<file path="src/sv/ntc_pkg.sv">
package ntc_pkg;

    localparam int WORD_W = 64;
    localparam int CODE_W = 4;
    localparam int EXP_W  = 14;
    localparam int LZ_W   = 7;

    localparam logic [CODE_W-1:0] T_U8  = 4'd0;
    localparam logic [CODE_W-1:0] T_S8  = 4'd1;
    localparam logic [CODE_W-1:0] T_U16 = 4'd2;
    localparam logic [CODE_W-1:0] T_S16 = 4'd3;
    localparam logic [CODE_W-1:0] T_U32 = 4'd4;
    localparam logic [CODE_W-1:0] T_S32 = 4'd5;
    localparam logic [CODE_W-1:0] T_U64 = 4'd6;
    localparam logic [CODE_W-1:0] T_S64 = 4'd7;
    localparam logic [CODE_W-1:0] T_F32 = 4'd8;
    localparam logic [CODE_W-1:0] T_F64 = 4'd9;

    // mask of the bits a type occupies, zero for unassigned codes
    function automatic logic [WORD_W-1:0] type_mask(input logic [CODE_W-1:0] code);
        logic [WORD_W-1:0] m;
        case (code)
            T_U8, T_S8:          m = 64'h0000_0000_0000_00FF;
            T_U16, T_S16:        m = 64'h0000_0000_0000_FFFF;
            T_U32, T_S32, T_F32: m = 64'h0000_0000_FFFF_FFFF;
            T_U64, T_S64, T_F64: m = 64'hFFFF_FFFF_FFFF_FFFF;
            default:             m = '0;
        endcase
        return m;
    endfunction

endpackage

</file>
<file path="src/sv/numeric_type_converter_unit.sv">
// channel  | handshake           | fields
// ---------+---------------------+-----------------------------------
// input    | in_valid, in_stall  | from_type, to_type, source_bits
// output   | out_valid, out_stall| result_bits, out_of_range
//
// four register stages: decode, normalize, align, round and pack
// one request per cycle while in_stall is low; a request passes the a, b and c registers before out_valid rises
// every stage holds while out_valid is high and out_stall is high
// rst_n clears only the stage valid bits
module numeric_type_converter_unit (
    input  logic        clk,
    input  logic        rst_n,
    input  logic        in_valid,
    output logic        in_stall,
    input  logic [3:0]  from_type,
    input  logic [3:0]  to_type,
    input  logic [63:0] source_bits,
    output logic        out_valid,
    input  logic        out_stall,
    output logic [63:0] result_bits,
    output logic        out_of_range
);
    import ntc_pkg::*;

    // decoded request: value = mag * 2^e, or a ready-made direct result
    typedef struct packed {
        logic                    direct;
        logic [WORD_W-1:0]       dres;
        logic                    dflag;
        logic                    neg;
        logic                    inf;
        logic [WORD_W-1:0]       mag;
        logic signed [EXP_W-1:0] e;
        logic [CODE_W-1:0]       to;
    } dec_t;

    // normalized: msb of mn at bit 63, msb exponent ex
    typedef struct packed {
        logic                    direct;
        logic [WORD_W-1:0]       dres;
        logic                    dflag;
        logic                    neg;
        logic                    inf;
        logic                    zero;
        logic [WORD_W-1:0]       mn;
        logic signed [EXP_W-1:0] ex;
        logic [CODE_W-1:0]       to;
    } nrm_t;

    // aligned: integer part q, guard and sticky bits
    typedef struct packed {
        logic                    direct;
        logic [WORD_W-1:0]       dres;
        logic                    dflag;
        logic                    neg;
        logic                    zero;
        logic                    big;
        logic [WORD_W-1:0]       q;
        logic                    g;
        logic                    s;
        logic signed [EXP_W-1:0] ec;
        logic [CODE_W-1:0]       to;
    } aln_t;

    logic advance;
    logic a_valid_reg, b_valid_reg, c_valid_reg, out_valid_reg;
    dec_t a_reg, a_next;
    nrm_t b_reg, b_next;
    aln_t c_reg, c_next;
    logic [WORD_W-1:0] res_reg, res_next;
    logic              flag_reg, flag_next;

    // whole pipe moves together; it only holds when the output is stuck
    assign advance   = !(out_valid_reg && out_stall);
    assign in_stall  = !advance;
    assign out_valid = out_valid_reg;
    assign result_bits  = res_reg;
    assign out_of_range = flag_reg;

    // ---------------- stage a: decode ----------------
    always_comb
    begin
        logic [WORD_W-1:0] src;
        logic [WORD_W-1:0] v;
        logic              sneg;
        logic [10:0]       ef;
        logic [51:0]       frac;
        logic              emax_hit;
        logic              ezero;

        src  = source_bits & type_mask(from_type);
        v    = src;
        sneg = 1'b0;
        ef   = '0;
        frac = '0;
        emax_hit = 1'b0;
        ezero    = 1'b0;

        a_next        = '0;
        a_next.to     = to_type;

        if (from_type > T_F64 || to_type > T_F64)
        begin
            a_next.direct = 1'b1;
        end
        else if (from_type == to_type)
        begin
            a_next.direct = 1'b1;
            a_next.dres   = src;
        end
        else if (from_type < T_F32)
        begin
            case (from_type)
                T_S8:    v = {{56{src[7]}}, src[7:0]};
                T_S16:   v = {{48{src[15]}}, src[15:0]};
                T_S32:   v = {{32{src[31]}}, src[31:0]};
                default: v = src;
            endcase
            sneg = from_type[0] && v[63];
            if (to_type < T_F32)
            begin
                a_next.direct = 1'b1;
                a_next.dres   = v & type_mask(to_type);
            end
            else
            begin
                a_next.neg = sneg;
                a_next.mag = sneg ? (64'd0 - v) : v;
                a_next.e   = '0;
            end
        end
        else
        begin
            if (from_type == T_F32)
            begin
                sneg     = src[31];
                ef       = {3'b000, src[30:23]};
                frac     = {29'd0, src[22:0]};
                emax_hit = (src[30:23] == 8'hFF);
                ezero    = (src[30:23] == 8'h00);
            end
            else
            begin
                sneg     = src[63];
                ef       = src[62:52];
                frac     = src[51:0];
                emax_hit = (src[62:52] == 11'h7FF);
                ezero    = (src[62:52] == 11'h000);
            end
            a_next.neg = sneg;
            a_next.inf = emax_hit && (frac == '0);
            a_next.mag = {12'd0, frac};
            if (from_type == T_F32)
            begin
                a_next.e = -EXP_W'(149);
                if (!ezero && !emax_hit)
                begin
                    a_next.mag = {40'd0, 1'b1, frac[22:0]};
                    a_next.e   = EXP_W'(signed'({1'b0, ef})) - EXP_W'(150);
                end
            end
            else
            begin
                a_next.e = -EXP_W'(1074);
                if (!ezero && !emax_hit)
                begin
                    a_next.mag = {11'd0, 1'b1, frac};
                    a_next.e   = EXP_W'(signed'({1'b0, ef})) - EXP_W'(1075);
                end
            end
            // nan, and infinity between float formats, bypass the datapath
            // nan fraction keeps its top bits, quiet bit forced on
            if (emax_hit && frac != '0)
            begin
                a_next.direct = 1'b1;
                if (to_type < T_F32)
                begin
                    a_next.dflag = 1'b1;
                end
                else if (to_type == T_F64)
                begin
                    a_next.dres = {sneg, 11'h7FF, 1'b1, frac[21:0], 29'd0};
                end
                else
                begin
                    a_next.dres = {32'd0, sneg, 8'hFF, 1'b1, frac[50:29]};
                end
            end
            else if (emax_hit && to_type >= T_F32)
            begin
                a_next.direct = 1'b1;
                a_next.dres   = (to_type == T_F64) ? {sneg, 11'h7FF, 52'd0}
                                                   : {32'd0, sneg, 8'hFF, 23'd0};
            end
        end
    end

    // ---------------- stage b: normalize ----------------
    logic [LZ_W-1:0] lz;

    ntc_lzc u_lzc (
        .value (a_reg.mag),
        .lz    (lz)
    );

    always_comb
    begin
        b_next.direct = a_reg.direct;
        b_next.dres   = a_reg.dres;
        b_next.dflag  = a_reg.dflag;
        b_next.neg    = a_reg.neg;
        b_next.inf    = a_reg.inf;
        b_next.zero   = lz[LZ_W-1];
        b_next.mn     = a_reg.mag << lz[LZ_W-2:0];
        b_next.ex     = EXP_W'(63) - EXP_W'(signed'({1'b0, lz})) + a_reg.e;
        b_next.to     = a_reg.to;
    end

    // ---------------- stage c: align ----------------
    always_comb
    begin
        logic signed [EXP_W:0] rr;
        logic signed [EXP_W:0] lsb;
        logic signed [EXP_W:0] minlsb;
        logic signed [EXP_W:0] mb;
        logic [6:0]            r;
        logic [127:0]          w;

        mb     = (b_reg.to == T_F32) ? (EXP_W+1)'(23) : (EXP_W+1)'(52);
        minlsb = (b_reg.to == T_F32) ? -(EXP_W+1)'(149) : -(EXP_W+1)'(1074);
        lsb    = (EXP_W+1)'(b_reg.ex) - mb;
        if (lsb < minlsb)
        begin
            lsb = minlsb;
        end
        if (b_reg.to < T_F32)
        begin
            rr = (EXP_W+1)'(63) - (EXP_W+1)'(b_reg.ex);
        end
        else
        begin
            rr = lsb - (EXP_W+1)'(b_reg.ex) + (EXP_W+1)'(63);
        end
        if (rr < 0)
        begin
            r = 7'd0;
        end
        else if (rr > (EXP_W+1)'(127))
        begin
            r = 7'd127;
        end
        else
        begin
            r = rr[6:0];
        end
        w = {b_reg.mn, 64'd0} >> r;

        c_next.direct = b_reg.direct;
        c_next.dres   = b_reg.dres;
        c_next.dflag  = b_reg.dflag;
        c_next.neg    = b_reg.neg;
        c_next.zero   = b_reg.zero;
        c_next.big    = b_reg.inf || (!b_reg.zero && b_reg.ex >= EXP_W'(64));
        c_next.q      = w[127:64];
        c_next.g      = w[63];
        c_next.s      = |w[62:0];
        c_next.ec     = EXP_W'(lsb + mb);
        c_next.to     = b_reg.to;
    end

    // ---------------- stage d: round, pack or saturate ----------------
    always_comb
    begin
        logic [WORD_W-1:0]       q;
        logic [WORD_W-1:0]       bits;
        logic [WORD_W-1:0]       mask;
        logic [WORD_W-1:0]       maxpos;
        logic [WORD_W-1:0]       maxneg;
        logic signed [EXP_W-1:0] biased;

        mask   = type_mask(c_reg.to);
        maxpos = c_reg.to[0] ? (mask >> 1) : mask;
        maxneg = c_reg.to[0] ? (maxpos + 64'd1) : 64'd0;
        q      = c_reg.q + {63'd0, c_reg.g && (c_reg.s || c_reg.q[0])};
        bits   = '0;
        biased = '0;
        flag_next = 1'b0;
        res_next  = '0;

        if (c_reg.direct)
        begin
            res_next  = c_reg.dres;
            flag_next = c_reg.dflag;
        end
        else if (c_reg.to < T_F32)
        begin
            if (c_reg.neg)
            begin
                if (c_reg.big || c_reg.q > maxneg)
                begin
                    flag_next = 1'b1;
                    res_next  = (64'd0 - maxneg) & mask;
                end
                else
                begin
                    res_next = (64'd0 - c_reg.q) & mask;
                end
            end
            else if (c_reg.big || c_reg.q > maxpos)
            begin
                flag_next = 1'b1;
                res_next  = maxpos;
            end
            else
            begin
                res_next = c_reg.q;
            end
        end
        else if (c_reg.to == T_F32)
        begin
            biased = c_reg.ec + EXP_W'(126);
            bits   = ({52'd0, biased[11:0]} << 23) + q;
            if (bits >= (64'd255 << 23))
            begin
                bits = 64'd255 << 23;
            end
            if (c_reg.zero)
            begin
                bits = '0;
            end
            res_next = {32'd0, c_reg.neg, bits[30:0]};
        end
        else
        begin
            biased = c_reg.ec + EXP_W'(1022);
            bits   = ({52'd0, biased[11:0]} << 52) + q;
            if (bits >= (64'd2047 << 52))
            begin
                bits = 64'd2047 << 52;
            end
            if (c_reg.zero)
            begin
                bits = '0;
            end
            res_next = {c_reg.neg, bits[62:0]};
        end
        res_next = res_next & mask;
    end

    // ---------------- pipeline registers ----------------
    always_ff @(posedge clk or negedge rst_n)
    begin
        if (!rst_n)
        begin
            a_valid_reg   <= 1'b0;
            b_valid_reg   <= 1'b0;
            c_valid_reg   <= 1'b0;
            out_valid_reg <= 1'b0;
        end
        else if (advance)
        begin
            a_valid_reg   <= in_valid;
            b_valid_reg   <= a_valid_reg;
            c_valid_reg   <= b_valid_reg;
            out_valid_reg <= c_valid_reg;
        end
    end

    always_ff @(posedge clk)
    begin
        if (advance)
        begin
            a_reg    <= a_next;
            b_reg    <= b_next;
            c_reg    <= c_next;
            res_reg  <= res_next;
            flag_reg <= flag_next;
        end
    end

endmodule

</file>
<file path="src/sv/ntc_lzc.sv">
module ntc_lzc (
    input  logic [63:0] value,
    output logic [6:0]  lz
);
    import ntc_pkg::*;

    // highest set bit wins; all zero gives the full width
    always_comb
    begin
        lz = 7'd64;
        for (int i = 0; i < WORD_W; i++)
        begin
            if (value[i])
            begin
                lz = 7'(WORD_W - 1 - i);
            end
        end
    end

endmodule

</file>
<file path="config.mk">
export PLATFORM = sky130hd
export DESIGN_NAME = numeric_type_converter_unit
export DESIGN_NICKNAME = d
export VERILOG_FILES = /design/src/sv/ntc_pkg.sv /design/src/sv/numeric_type_converter_unit.sv /design/src/sv/ntc_lzc.sv
export SDC_FILE = /design/constraint.sdc
export NUM_CORES = 2
export LEC_CHECK = 0
export ABC_AREA = 0
export BUFFER_PORTS_ARGS = -buffer_cell sky130_fd_sc_hd__buf_2
export CAP_MARGIN = 20
export CORE_MARGIN = 10
export CORE_UTILIZATION = 40
export CTS_CLUSTER_SIZE = 30
export DETAILED_ROUTE_END_ITERATION = 16
export SETUP_SLACK_MARGIN = 0.02
export SKIP_CTS_REPAIR_TIMING = 1
export SYNTH_ARGS = -nofsm -noshare
export SYNTH_HDL_FRONTEND = slang
export SYNTH_SLANG_ARGS = --single-unit
</file>
<file path="constraint.sdc">
create_clock -name clk -period 20.8 [get_ports clk]
set_clock_uncertainty 0.15 [all_clocks]
set_input_delay 1.04 -clock clk [delete_from_list [all_inputs] [get_ports clk]]
set_output_delay 1.04 -clock clk [all_outputs]
set_load 0.02 [all_outputs]
</file>
Word level (Yosys, flattened, before mapping)
Memory sizes are Yosys's and may differ from the RTL's. A register that Yosys moved wholly into a read port is not among the register bits.
Cells that the tools add are included.

cells by class
  add/subtract/negate cells = 18
  multiply operators = 0
  divide/modulo/power cells = 0
  magnitude comparators = 15
  equality and inequality tests = 10
  shift operators = 2
  muxes and demuxes = 130
  bitwise logic cells = 6
  reductions and logical operators = 24

operators with widths
  kind                                                                     number
  64-bit two-way mux                                                       20
  7-bit two-way mux                                                        66
  64-bit bitwise AND                                                       5
  65-bit two-way mux                                                       4
  78-bit two-way mux                                                       3
  52-bit two-way mux                                                       4
  64-bit case mux with 3 select lines                                      1
  1-bit by 64-bit subtractor with 64-bit output, first input constant      3
  64-bit > comparator                                                      2
  128-bit by 7-bit >> shifter with 128-bit output                          1
  63-bit two-way mux                                                       2
  67-bit two-way mux                                                       1
  66-bit two-way mux                                                       1
  35-bit by 64-bit adder with 64-bit output                                1
  64-bit by 1-bit adder with 64-bit output                                 1
  64-bit by 1-bit adder with 64-bit output, second input constant          1
  64-bit adder                                                             1
  64-bit by 31-bit >= comparator with 1-bit output, second input constant  1
  64-bit by 63-bit >= comparator with 1-bit output, second input constant  1
  64-bit by 6-bit left shift with 64-bit output                            1
  63-bit OR reduction                                                      1
  31-bit two-way mux                                                       2
  11-bit two-way mux                                                       5
  52-bit logical NOT                                                       1
  other kinds (39)                                                         76

word-level totals
  flip-flop bits (word level) = 521
  bits in latches = 0
  memory bits (writable) = 0
  memory bits (read-only) = 3,072
  bits of input ports = 76
  output and inout bits = 67
  logic and storage cells = 242
  memories kept = 3

memories
  memory            words  bits a word  read ports  clocked after memory_dff  wr ports  line           source
  (name not given)  16     64           1           1                         0         ntc_pkg.sv:22  case (code)
  (name not given)  16     64           1           0                         0         ntc_pkg.sv:22
  (name not given)  16     64           1           0                         0         ntc_pkg.sv:22

Logic depth before layout (Yosys ltp)
  depth in word-level cells = 66
  depth in mapped cells = 44
  depth with buffers taken out = 37

Hierarchy
A second synthesis with hierarchy kept.

second synthesis, totals
  cells, all modules = 5,184
  area total of the unflattened synthesis = 44,372.6 um^2

by module, submodules not included
  module                       instances  cells an instance  area an instance (um^2)  sequential area each (um^2)
  numeric_type_converter_unit  1          5,037              43,513.0                 15,645.0
  ntc_lzc                      1          147                859.6                    0.0

Worst setup path before layout
OpenSTA, ideal clock, no wires.

  kind = input to output
  start = input port out_stall
  end = output port in_stall
  arrival = 17.695 ns
  data required time = 19.610 ns
  path slack = 1.915 ns
  stages on the path = 3
  buffers on the path = 1
  cell sequence = nand2_1 buf_1 inv_1

on the way
  word-level cells in the longest chain between the ends = 1

ends and longest elaborated chain
  item               line                               source
  from (decl)        numeric_type_converter_unit.sv:19  input logic out_stall,
  1-bit logical AND  numeric_type_converter_unit.sv:74  assign advance = !(out_valid_reg && out_stall);
  to (decl)          numeric_type_converter_unit.sv:14  output logic in_stall,

No other way between the ends.

==> results.md <==
| Group | Parameter | This run |
| --- | --- | --- |
| run status | Status | finished clean |
| cells and area | Signed area change from the synthesized netlist to the final layout | 8.31% |
| routing | Number of search-and-repair iterations in the first detailed-routing pass | 9 |
| sta | Share of the cycle needed by the critical path after routing | 60.5% |
| routing | Number of DRC markers in iteration 0 | 7318 |
| setup path | Arr. time, crit path | 12.79 ns |
| logic synthesis | FF+latch count, synth | 523 |
| placement | Detailed placement HPWL | 152000 µm |
| clock tree | Root Driver | sky130_fd_sc_hd__clkbuf_16 |
| setup path | Data required, critical path | 21.01 ns |
| logic synthesis | Top_reg_cell synth | sky130_fd_sc_hd__edfxtp_1 |
| routing | Remaining antenna violation count | 0 |
| logic synthesis | Syn Nets | 5711 |
| cells and area | Filler Cells Inserted | 11.2k |
| logic synthesis | Share of Yosys cell area claimed by the top area cell type | 34.1% |
| sta | Pins over their slew limit | 0 |
| logic synthesis | Library cell with the largest summed area after synthesis | sky130_fd_sc_hd__edfxtp_1 |
| logic synthesis | Post-synthesis xor/xnor area fraction | 3.69% |
| placement | Buffers on Ports | 142 |
| routing | Wire length on met2 | 87900 µm |
| setup path | Endpoint kind of the worst setup timing path | register |
| cells and area | Nets | 5618 |
| logic synthesis | Library cells used by synthesis | 111 |
| min path | Worst hold path type | input pin to asynchronous set/reset pin |
| job | Max-cap viol count | 0 |
| clock tree | CTS tree | done |
| logic synthesis | Syn Area/Cell | 8.35 µm² |
| routing | Max Used Layer | met5 |
| grt | First-pass GRT wire length | 291000 µm |
| logic synthesis | Async set-or-reset flop fraction in the synthesized netlist | 0.765% |
| logic synthesis | Most numerous cell in the Yosys netlist | sky130_fd_sc_hd__nor2_1 |
| logic synthesis | Main combinational cell family by area after synthesis | compound AO/OA/AOI/OAI gates |
| logic synthesis | Adder-cell share of the synthesized area | 5.78% |
| logic synthesis | Most numerous cell types in the synthesized netlist | sky130_fd_sc_hd__nor2_1 (602), sky130_fd_sc_hd__nand2_1 (538), sky130_fd_sc_hd__edfxtp_1 (515) |
| logic synthesis | Mapped Area | 0.0453 mm² |
| cells and area | Fraction of layout instances using a drive strength above 1 | 9.16% |
| setup path | CP max stage cell | sky130_fd_sc_hd__o21a_1 |
| floorplanning | Die area | 0.127 mm² |
| placement | RePlAce Congestion | 0.995 |
| logic synthesis | Multiplexer area fraction after synthesis | 5.20% |
| routing | Via density per instance | 6.71 |
| floorplanning | Number of top-level design ports | 143 |
| cells and area | Area taken by multi-input logic gates | 0.0278 mm² |
| sta | Max-slew headroom at the worst pin | 22.4% |
| setup path | End of the worst register-to-register path | c_reg[18] |
| setup path | Depth of the most critical reg-to-reg path | 35 |
| floorplanning | Effective utilization at floorplan | 40.3% |
| grt | Number of antenna violations at the first check in global routing | 3 |
| setup path | Largest incremental delay on the critical path | 0.84 ns |
| routing | Detailed-route DRC error count | 0 |
| clock tree | H-tree Lvls | 2 |
| routing | Met3 wire length | 22100 µm |
| sta | Peak clock frequency supported by timing | 79.5 MHz |
| logic synthesis | Count of flip-flops with a built-in enable after synthesis | 515 |
| floorplanning | Core region area | 0.112 mm² |
| logic synthesis | Area fraction in compound gates after synthesis | 25.4% |
| floorplanning | Die boundary height | 357 µm |
| cells and area | Inserted Diodes | 0 |
| sta | Slew at the pin closest to its max-slew limit | 1.16 ns |
| logic synthesis | Cells taking the most area after synthesis | sky130_fd_sc_hd__edfxtp_1 (34%), sky130_fd_sc_hd__ha_1 (5.5%), sky130_fd_sc_hd__a21oi_1 (5.1%) |
| grt | Number of global-route vias before repair | 42.2k |
| setup path | Source of the worst register-to-register timing path | b_reg[3] |
| sta | Total count of hold-check failures in the final report | 0 |
| setup path | R2R setup slack | 8.22 ns |
| grt | Pin count of the biggest net entering global routing | 136 |
| clock tree | CTS sink count | 523 |
| setup path | Kind of start point of the critical path | register |
| sta | Final Critical Period | 12.58 ns |
| routing | Drt wl/cell | 29.3 µm |
| sta | Setup Total Neg Slack | 0 ns |
| logic synthesis | Fraction of the mapped netlist area in simple logic gates | 20.8% |
| sta | Final Setup Violations | 0 |
| clock tree | CTS clock-pin slew for the worst setup and hold paths | 0.08 ns |
| routing | Total length of routed wires | 201000 µm |
| cells and area | Area taken by flip-flops and latches | 0.0156 mm² |
| logic synthesis | Synthesized instance count | 5429 |
| routing | Total number of vias | 46.2k |
| clock tree | Max clock buf depth | 3 |
| logic synthesis | Number of warnings reported in the yosys synthesis log | 0 |
| clock tree | Inserted Clock Buffers | 57 |
| grt | Global-route congestion overflow total | 0 |
| sta | RSZ-0062 raised after global routing | no |
| floorplanning | Total number of placement rows | 123 |
| clock tree | Later-pin clock latency in the skew report | 0.70 ns |
| setup path | Biggest fanout along the worst timing path | 61 |
| grt | Overall fraction of global-route tracks in use | 30.1% |
| setup path | Kind of critical path | register to register |
| floorplanning | Overall die width | 357 µm |
| routing | Met1 routed wirelength after detailed routing | 80000 µm |
| logic synthesis | Share of the yosys chip area belonging to registers | 34.5% |
==> final cells by class <==
type / count / area share (%)
flip-flops and latches: 523 / 31.9
clock buffers: 65 / 2.97
well taps: 1500 / 3.82
repair buffers: 237 / 2.92
multi-input cells: 4381 / 56.6
inverters: 136 / 1.04
clock inverters: 38 / 0.815
==> kinds of logic after synthesis <==
kind of cell	count (synthesis)
AO/OA/AOI/OAI	1772
buffers and inverters	525
flip-flops	523
adder cells (fa/ha/maj)	206
multiplexers	229
XOR/XNOR	191
AND/OR/NAND/NOR	1983
==> metrics by stage <==
stage	util [%]	setup WS [ns]	std cells	instance area [µm²]	hold slack (ns)
3_5_place_dp	42.0	8.52	6777	47300	0.255
2_1_floorplan	-	1.91	5429	45300	0.250
3_3_place_gp	42.0	8.69	6777	47300	0.251
6_report	43.7	8.22	6880	49100	0.0554
4_1_cts	43.7	8.51	6880	49100	0.0276
5_1_grt	43.7	7.43	6880	49100	0.0503
==> worst max path at each step <==
stage	from	end	slack [ns]	depth (start not counted)
3_5_place_dp	b_reg[3]	c_reg[18]	8.52	37
5_1_grt	b_reg[3]	c_reg[18]	7.43	36
3_3_place_gp	b_reg[3]	c_reg[18]	8.69	36
6_report	b_reg[3]	c_reg[18]	8.22	35
4_1_cts	b_reg[3]	c_reg[18]	8.51	37
2_1_floorplan	out_stall	in_stall	1.91	3
==> cells in the final DEF (no fill, tap or decap), types with 57 or more instances in the layout <==
cell,instances
sky130_fd_sc_hd__a21o_1,100
sky130_fd_sc_hd__xor2_1,76
sky130_fd_sc_hd__buf_2,142
sky130_fd_sc_hd__clkbuf_16,57
sky130_fd_sc_hd__xnor2_1,115
sky130_fd_sc_hd__edfxtp_1,515
sky130_fd_sc_hd__ha_1,200
sky130_fd_sc_hd__nand4_1,77
sky130_fd_sc_hd__nor4_1,64
sky130_fd_sc_hd__mux2i_1,176
sky130_fd_sc_hd__inv_1,125
sky130_fd_sc_hd__a21oi_1,459
sky130_fd_sc_hd__or3_1,62
sky130_fd_sc_hd__buf_4,94
sky130_fd_sc_hd__o22ai_1,75
sky130_fd_sc_hd__nand3_1,218
sky130_fd_sc_hd__o21ai_0,374
sky130_fd_sc_hd__nor3_1,133
sky130_fd_sc_hd__a211oi_1,84
sky130_fd_sc_hd__nand2_1,533
sky130_fd_sc_hd__nor2_1,600
sky130_fd_sc_hd__a31oi_1,87
==> critical path, delay by kind of cell, from the launching register on <==
family | cells | cell delay [ns]
XOR/XNOR | 1 | 0.17
AO/OA/AOI/OAI | 14 | 5.06
buffers and inverters | 5 | 1.61
multiplexers | 1 | 0.54
AND/OR/NAND/NOR | 10 | 3.03
flip-flops | 1 | 0.33
adder cells (fa/ha/maj) | 4 | 1.34
==> per-layer routing <==
layer  vias up  track usage, %
met5         -               0
met4         2            14.7
met3       564            5.62
met2      3022            45.9
met1     22149            40.8
li1      20442               -
Power is left out: the tool's default activity adds up to more than one toggle a clock period on the data nets, which glitch-free logic cannot reach.
